$ cat src/sv/mpz_pkg.sv
// Shared types, fixed-point constants and saturation helper for the Mandelbrot renderer.
`default_nettype none

package mpz_pkg;

  // Q7.24 fixed point
  localparam int FRAC_BITS = 24;
  localparam int WIDE_W    = 66;
  localparam int SPAN_W    = 28;
  localparam int SPLIT     = 14;
  localparam int MAP_STAGES = 7;

  localparam logic signed [31:0] Q_MAX = 32'sd1073741824;
  localparam logic signed [31:0] Q_MIN = -32'sd1073741824;
  localparam logic signed [32:0] ESCAPE_LIM = 33'sd67108864;

  localparam logic [SPAN_W-1:0] SPAN_MIN = 28'd1;
  localparam logic [SPAN_W-1:0] SPAN_MAX = 28'd134217728;

  localparam logic [15:0] PAN_K      = 16'd33554;
  localparam logic [24:0] ZOOM_IN_K  = 25'd16743646;
  localparam logic [24:0] ZOOM_OUT_K = 25'd16810787;

  localparam logic signed [31:0] RST_RE_ORG  = -32'sd35232154;
  localparam logic [SPAN_W-1:0]  RST_RE_SPAN = 28'd6291456;
  localparam logic signed [31:0] RST_IM_ORG  = -32'sd2013266;
  localparam logic [SPAN_W-1:0]  RST_IM_SPAN = 28'd4194304;

  // button states of a frame-end transaction
  typedef struct packed {
    logic up;
    logic down;
    logic left;
    logic right;
    logic zin;
    logic zout;
  } ctl_t;

  // control travelling with a pixel through the iteration stages
  typedef struct packed {
    logic vld;
    logic done;
  } itc_t;

  // clamp to [-64.0, +64.0]
  function automatic logic signed [31:0] sat_q(input logic signed [WIDE_W-1:0] v);
    logic signed [WIDE_W-1:0] hi;
    logic signed [WIDE_W-1:0] lo;
    hi = WIDE_W'(Q_MAX);
    lo = WIDE_W'(Q_MIN);
    if (v > hi) begin
      sat_q = Q_MAX;
    end else if (v < lo) begin
      sat_q = Q_MIN;
    end else begin
      sat_q = v[31:0];
    end
  endfunction

endpackage

`default_nettype wire

$ cat src/sv/mpz_window.sv
// View window registers with pan and zoom update on frame-end transactions.
`default_nettype none

module mpz_window
  import mpz_pkg::*;
(
  input  wire logic                     clk,
  input  wire logic                     rst,
  input  wire logic                     upd,
  input  wire ctl_t                     ctl,
  output logic signed [31:0]            re_org,
  output logic        [SPAN_W-1:0]      re_span,
  output logic signed [31:0]            im_org,
  output logic        [SPAN_W-1:0]      im_span
);

  logic [SPAN_W+15:0] re_pp, im_pp;
  logic [SPAN_W-9:0]  re_step, im_step;
  logic [24:0]        zk;
  logic [SPAN_W+24:0] re_zp, im_zp;
  logic [SPAN_W:0]    re_zq, im_zq;
  logic signed [WIDE_W-1:0] re_sstep, im_sstep;
  logic signed [31:0] re_org_next, im_org_next;
  logic [SPAN_W-1:0]  re_span_next, im_span_next;

  // pan steps from the span before zoom
  always_comb begin
    re_pp    = (SPAN_W+16)'(re_span) * (SPAN_W+16)'(PAN_K);
    im_pp    = (SPAN_W+16)'(im_span) * (SPAN_W+16)'(PAN_K);
    re_step  = re_pp[SPAN_W+15:FRAC_BITS];
    im_step  = im_pp[SPAN_W+15:FRAC_BITS];
    re_sstep = $signed(WIDE_W'(re_step));
    im_sstep = $signed(WIDE_W'(im_step));
  end

  // origin update: horizontal wins over vertical
  always_comb begin
    re_org_next = re_org;
    im_org_next = im_org;
    if (ctl.left || ctl.right) begin
      re_org_next = sat_q(WIDE_W'(re_org) + (ctl.right ? -re_sstep : re_sstep));
    end else if (ctl.up || ctl.down) begin
      im_org_next = sat_q(WIDE_W'(im_org) + (ctl.down ? -im_sstep : im_sstep));
    end
  end

  // zoom with clamp to [1 LSB, 8.0]
  always_comb begin
    zk    = ctl.zin ? ZOOM_IN_K : ZOOM_OUT_K;
    re_zp = (SPAN_W+25)'(re_span) * (SPAN_W+25)'(zk);
    im_zp = (SPAN_W+25)'(im_span) * (SPAN_W+25)'(zk);
    re_zq = re_zp[SPAN_W+24:FRAC_BITS];
    im_zq = im_zp[SPAN_W+24:FRAC_BITS];
    re_span_next = re_span;
    im_span_next = im_span;
    if (ctl.zin || ctl.zout) begin
      if (re_zq < (SPAN_W+1)'(SPAN_MIN)) begin
        re_span_next = SPAN_MIN;
      end else if (re_zq > (SPAN_W+1)'(SPAN_MAX)) begin
        re_span_next = SPAN_MAX;
      end else begin
        re_span_next = re_zq[SPAN_W-1:0];
      end
      if (im_zq < (SPAN_W+1)'(SPAN_MIN)) begin
        im_span_next = SPAN_MIN;
      end else if (im_zq > (SPAN_W+1)'(SPAN_MAX)) begin
        im_span_next = SPAN_MAX;
      end else begin
        im_span_next = im_zq[SPAN_W-1:0];
      end
    end
  end

  always_ff @(posedge clk) begin
    if (rst) begin
      re_org  <= RST_RE_ORG;
      re_span <= RST_RE_SPAN;
      im_org  <= RST_IM_ORG;
      im_span <= RST_IM_SPAN;
    end else if (upd) begin
      re_org  <= re_org_next;
      re_span <= re_span_next;
      im_org  <= im_org_next;
      im_span <= im_span_next;
    end
  end

endmodule

`default_nettype wire

$ cat config.mk
export PLATFORM = sky130hd
export DESIGN_NAME = mpz_window
export DESIGN_NICKNAME = d
export VERILOG_FILES = /design/src/sv/mpz_pkg.sv /design/src/sv/mpz_window.sv
export SDC_FILE = /design/constraint.sdc
export NUM_CORES = 2
export LEC_CHECK = 0
export BUFFER_PORTS_ARGS = -buffer_cell sky130_fd_sc_hd__buf_2
export CAP_MARGIN = 20
export CORE_MARGIN = 5
export CORE_UTILIZATION = 58
export DETAILED_ROUTE_END_ITERATION = 6
export GPL_TIMING_DRIVEN = 0
export MAX_ROUTING_LAYER = met4
export PLACE_DENSITY = 0.83
export SLEW_MARGIN = 15
export SYNTH_ARGS = -nofsm -noshare
export SYNTH_HDL_FRONTEND = slang
export SYNTH_SLANG_ARGS = --single-unit
$ cat constraint.sdc
create_clock -name clk -period 9.4 [get_ports clk]
set_input_delay 0.47 -clock clk [delete_from_list [all_inputs] [get_ports clk]]
set_output_delay 0.47 -clock clk [all_outputs]
set_load 0.005 [all_outputs]
=== Word level (Yosys, flattened, before mapping) ===
Index checks and enable logic that the tools add are counted.

* Bits in registers: 120
* Logic and storage cells: 38
* Output and inout bits: 120

* Bitwise operators: 1
* Mux-type cells: 11
* $mul: 4
* Reductions and logical operators: 6
* $lt $le $gt $ge: 8
* Add/subtract/negate cells: 4

{| class="wikitable"
|+ Operators by type and width
! cell !! count
|-
| adder 32 x 66 -> 66 bit || 2
|-
| greater-than comparator 66 x 32 -> 1 bit (second input constant) || 2
|-
| less-than comparator 66 x 31 -> 1 bit (second input constant) || 2
|-
| 2-to-1 mux 66 bit || 2
|-
| negator 20 -> 66 bit || 2
|-
| 2-to-1 mux 32 bit || 4
|-
| 2-to-1 mux 28 bit || 4
|-
| multiplier 28 x 25 -> 53 bit || 2
|-
| multiplier 28 x 15 -> 43 bit (second input constant) || 2
|-
| greater-than comparator 29 x 28 -> 1 bit (second input constant) || 2
|-
| less-than comparator 29 x 1 -> 1 bit (second input constant) || 2
|-
| 2-to-1 mux 25 bit || 1
|-
| AND reduction 2 bit || 2
|-
| logical OR 1 bit || 3
|-
| AND reduction 3 bit || 1
|-
| inverter 1 bit || 1
|}

=== Longest topological paths before layout ===
* Depth in word-level cells: 7
* Gate-level depth with buffers: 42

=== Worst setup path before layout ===
No wires, ideal clock.

* Path type: register -> register
* From: register im_span[7]
* To: register im_org[20]
* Setup slack: -30 ps
* Cell stages (with the launch flop): 42
* Arrival: 9368 ps
* Path through: dfxtp_1 > ha_1 > ha_1 > inv_1 > fa_1 > fa_1 > inv_1 > fa_1 > ha_1 > ha_1 > o211ai_1 > nor2_1 > a311oi_1 > nand2_1 > a31oi_1 > xnor2_1 > inv_1 > ha_1 > (+6 left out) > o21ai_0 > a21oi_1 > xor2_1 > ha_1 > clkbuf_1 > a21oi_1 > o21ai_0 > a21o_1 > a221o_1 > or3_1 > a2111oi_0 > nand4b_1 > nor4_1 > o211a_1 > nand4_1 > o31ai_1 > buf_2 > a32o_1

* Longest elaborated chain between the ends: 7

{| class="wikitable"
|+ Ends and longest elaborated chain
! item !! RTL line !! RTL
|-
| start: declaration || mpz_window.sv:14 || <nowiki>output logic [SPAN_W-1:0] im_span</nowiki>
|-
| start signal: assignment || mpz_window.sv:84 || <nowiki>im_span <= im_span_next;</nowiki>
|-
| multiplier 28 x 15 -> 43 bit (*) || mpz_window.sv:29 || <nowiki>im_pp = (SPAN_W+16)'(im_span) * (SPAN_W+16)'(PAN_K);</nowiki>
|-
| negator 20 -> 66 bit || mpz_window.sv:43 || <nowiki>im_org_next = sat_q(WIDE_W'(im_org) + (ctl.down ? -im_sstep : im_sstep));</nowiki>
|-
| 2-to-1 mux 66 bit (*) || mpz_window.sv:43 ||
|-
| adder 32 x 66 -> 66 bit (*) || mpz_window.sv:43 ||
|-
| less-than comparator 66 x 31 -> 1 bit || mpz_pkg.sv:53 || <nowiki>end else if (v < lo) begin</nowiki>
|-
| 2-to-1 mux 32 bit || mpz_pkg.sv:53 ||
|-
| 2-to-1 mux 32 bit (*) || mpz_pkg.sv:51 || <nowiki>if (v > hi) begin</nowiki>
|-
| end signal: assignment || mpz_window.sv:83 || <nowiki>im_org <= im_org_next;</nowiki>
|-
| end: declaration || mpz_window.sv:13 || <nowiki>output logic signed [31:0] im_org,</nowiki>
|}

Mark *: on every way between the ends. The rest lies on a longest branch, timed or not.
A chain may end at the register's enable or synchronous reset.

=== Worst setup path after layout ===
* From: register im_span[7]
* To: register im_org[12]

The elaborated chain is that of the path after synthesis.

==> metrics.csv <==
stage,metric,value,unit
global_route,total track usage,35.9,%
logic_synthesis,Seq cells post-synth,120,
floorplan,Die Y,319,µm
setup_path,"delay-heaviest family, CP",adder cells,
setup_path,CP Max Fanout,5,
detailed_routing,Final ANT Viol Nets,0,
floorplan,I/O pins,129,
timing,skew final,16.9,ps
setup_path,FF-to-FF setup slack,-460,ps
timing,Final setup viols,62,
setup_path,CP Launch Type,register,
detailed_routing,total number of vias,48300,
hold_path,min-delay src,re_org[3],
clock_tree,clk root buf,clkbuf_16,
cells_and_area,Final Cell Area,62900,µm²
clock_tree,cts hold-fix bufs,0,
run,Max-Cap Viols,0,
setup_path,critical path data arrival time,10290,ps
logic_synthesis,post-synth top area share,36.6,%
logic_synthesis,syn avg cell area,9.15,µm²
hold_path,Hold Path Stages,2,
setup_path,highest-delay cell along the critical path,fa_1,
detailed_routing,vias per inst,6.29,
setup_path,reg2reg end,im_org[12],
timing,fin. max-slew vios,0,
clock_tree,worst skew pair latency,490,ps
setup_path,"Worst Path Class, Setup",register to register,
cells_and_area,Area growth syn-to-layout,13.8,%
detailed_routing,wire per inst,24.1,µm
timing,Max Clk Rate,0.101,GHz
timing,worst hold margin,485,ps
timing,Final WS setup,-463,ps
detailed_routing,1st-iter DRT viols,4379,
clock_tree,Num CTS Buffers,17,
cells_and_area,share of post-route cells with drive strength above 1,14.7,%
logic_synthesis,"area leader, netlist",fa_1,
floorplan,Initial Util,58.4,%
run_status,failing checks,setup timing,
cells_and_area,Final Util,66.4,%
global_route,pin count of the biggest net entering global routing,22,
logic_synthesis,"Seq/Total Area, Yosys",4.35,%
setup_path,CP endpoint kind,register,
setup_path,FF-to-FF path depth,42,
clock_tree,clk slew on worst S/H paths,70,ps
setup_path,"slowest stage delay, CP",560,ps
run_status,status,finished with violations,
floorplan,Die W,319,µm
clock_tree,Sink Count,120,
clock_tree,H-tree lvl count,4,
timing,count of final hold-check violations,0,
timing,RSZ-0062 raised after global routing,yes,
detailed_routing,drt pass-1 iters,6,
placement,gpl congestion,1.02,
floorplan,FP Rows,113,
global_route,total grt overflow,0,
global_route,first-pass GRT wire length,278000,µm
floorplan,DIE AREA,102000,µm²
setup_path,Worst Path Required,9820,ps
global_route,vias in the first global route,49000,
timing,actual slew at the worst max-slew pin,1220,ps
cells_and_area,Post-layout nets,8344,
setup_path,R2R Path Start,im_span[7],
hold_path,Hold EP,re_org[3],
timing,setup_tns,-18550,ps
timing,crit path time final,9860,ps
floorplan,CORE AREA,94700,µm²
detailed_routing,drc violations,0,
logic_synthesis,ys async rst share,0,%
logic_synthesis,Post-Synthesis Cells,6043,
placement,Placed Area,57500,µm²
detailed_routing,Post-Route WL,185000,µm
hold_path,Hold WC Path Type,register to register,
placement,dpl hpwl,151000,µm
clock_tree,Longest Clk Path Bufs,2,
logic_synthesis,dominant synthesized flop cell,dfxtp_1,
timing,Slew HR,18.8,%
global_route,initial antenna violation count,3,
clock_tree,TritonCTS clock tree,built,
logic_synthesis,Post-synth EDFFs,0,
setup_path,Critical path buffers and inverters,9,
logic_synthesis,Netlist Area Pre-Place,55300,µm²
logic_synthesis,Synth warnings,0,
timing,Tcrit/Tclk final,105,%
logic_synthesis,Area contributors post-synth,"fa_1 (37%), ha_1 (21%), inv_1 (6.6%), dfxtp_1 (4.3%), nand2_1 (3.3%)",
logic_synthesis,Yosys cell types,98,
placement,port bufs,127,
flip-flops by register name, summed over array words and instances, names as in the netlist:
signal / count
im_org: 32
im_span: 28
re_org: 32
re_span: 28
cells in the mapped netlist (28+ instances only):
| library cell | instances |
|---|---|
| a211oi_1 | 39 |
| a21o_1 | 116 |
| a21oi_1 | 350 |
| a22o_1 | 34 |
| a31oi_1 | 30 |
| and2_1 | 28 |
| and3_1 | 40 |
| clkbuf_1 | 217 |
| dfxtp_1 | 120 |
| fa_1 | 1010 |
| ha_1 | 920 |
| inv_1 | 973 |
| nand2_1 | 489 |
| nand2b_1 | 79 |
| nand3_1 | 89 |
| nand4_1 | 101 |
| nor2_1 | 231 |
| nor3_1 | 84 |
| nor4_1 | 38 |
| o211ai_1 | 42 |
| o21a_1 | 66 |
| o21ai_0 | 237 |
| or3_1 | 36 |
| xnor2_1 | 118 |
| xor2_1 | 84 |
worst max path at each step:
stage,endpoint,startpoint,cells after the start,slack [ps]
3_3_place_gp,im_org[30],im_span[7],41,-2850
3_5_place_dp,im_org[6],im_span[10],39,-2970
2_1_floorplan,im_org[20],im_span[7],41,20
6_report,im_org[12],im_span[7],42,-460
4_1_cts,im_org[12],im_span[7],45,-160
5_1_grt,im_org[12],im_span[7],44,-720
cells in the final DEF (no fill, tap or decap), types with 18 or more instances in the layout:
master / count
fa_1: 1005
inv_1: 937
ha_1: 857
nand2_1: 473
a21oi_1: 308
buf_4: 223
nor2_1: 215
o21ai_0: 198
clkbuf_1: 160
buf_2: 140
a21o_1: 115
xnor2_1: 105
nand4_1: 101
nand3_1: 83
nand2b_1: 78
xor2_1: 76
nor3_1: 74
o21a_1: 64
dfxtp_1: 64
dfxtp_4: 52
ha_4: 44
o211ai_1: 42
and3_1: 37
o21ai_1: 36
a22o_1: 34
a21oi_2: 31
o21ai_2: 31
a211oi_1: 30
clkinvlp_4: 29
or3_1: 27
a31oi_1: 26
o21bai_1: 24
and2_1: 23
nor2b_1: 20
clkbuf_16: 20
nor4_1: 19
ha_2: 19
o31ai_1: 18
cells by family (layout without fill, tap and decap cells):
kind of cell             Yosys count  after routing  share of synthesized area [%]
buffers and inverters           1218           1584                           8.36
adder cells (fa/ha/maj)         1930           1930                           57.4
XOR/XNOR                         202            202                           3.20
multiplexers                      15             15                          0.283
AO/OA/AOI/OAI                   1234           1235                           14.8
flip-flops                       120            120                           4.35
AND/OR/NAND/NOR                 1322           1322                           11.6
other                              2             13                         0.0136
area by class of cell:
class	instances	area, µm²
repair buffers	369	2640
plain buffers	209	985
multi-input cells	4714	50800
diodes	3	7.51
fillers	7550	31800
inverters	974	3760
clock inverters	14	141
clock buffers	18	429
well taps	1265	1580
flip-flops and latches	120	2600
metrics by stage:
stage                     setup slack [ps]  cells
final                                 -463   7686
after detailed placement             -2970   7444
after floorplan                       17.8   6051
after global routing                  -721   7686
after global placement               -2850   7443
after CTS                             -159   7563
worst register-to-register path: cells and delay by family, from the launching register on:
family / cells / cell delay, ps
xor+xnor: 2 / 360
fa+ha+maj: 9 / 2950
compound gates: 14 / 2700
flops: 1 / 380
buf+inv: 9 / 1180
simple gates: 8 / 2210
metal layers:
layer,GRT usage (%),wire [µm],share of wire [%]
met1,46.6,72800,39
met2,55.7,84800,46
met3,6.76,16600,9.0
met4,14.9,11200,6.1
met5,-,0,0
timing repair:
| item | 4_1_cts | 5_1_grt |
|---|---|---|
| endpoints found under the setup margin | 120 | 101 |
| buffers inserted | 111 | 126 |
| cloned | 2 | 5 |
| resized for setup | 441 | 264 |
| pin swaps | 111 | 137 |
Power is left out: the tool's default activity adds up to more than one toggle a clock period on the data nets, which glitch-free logic cannot reach.
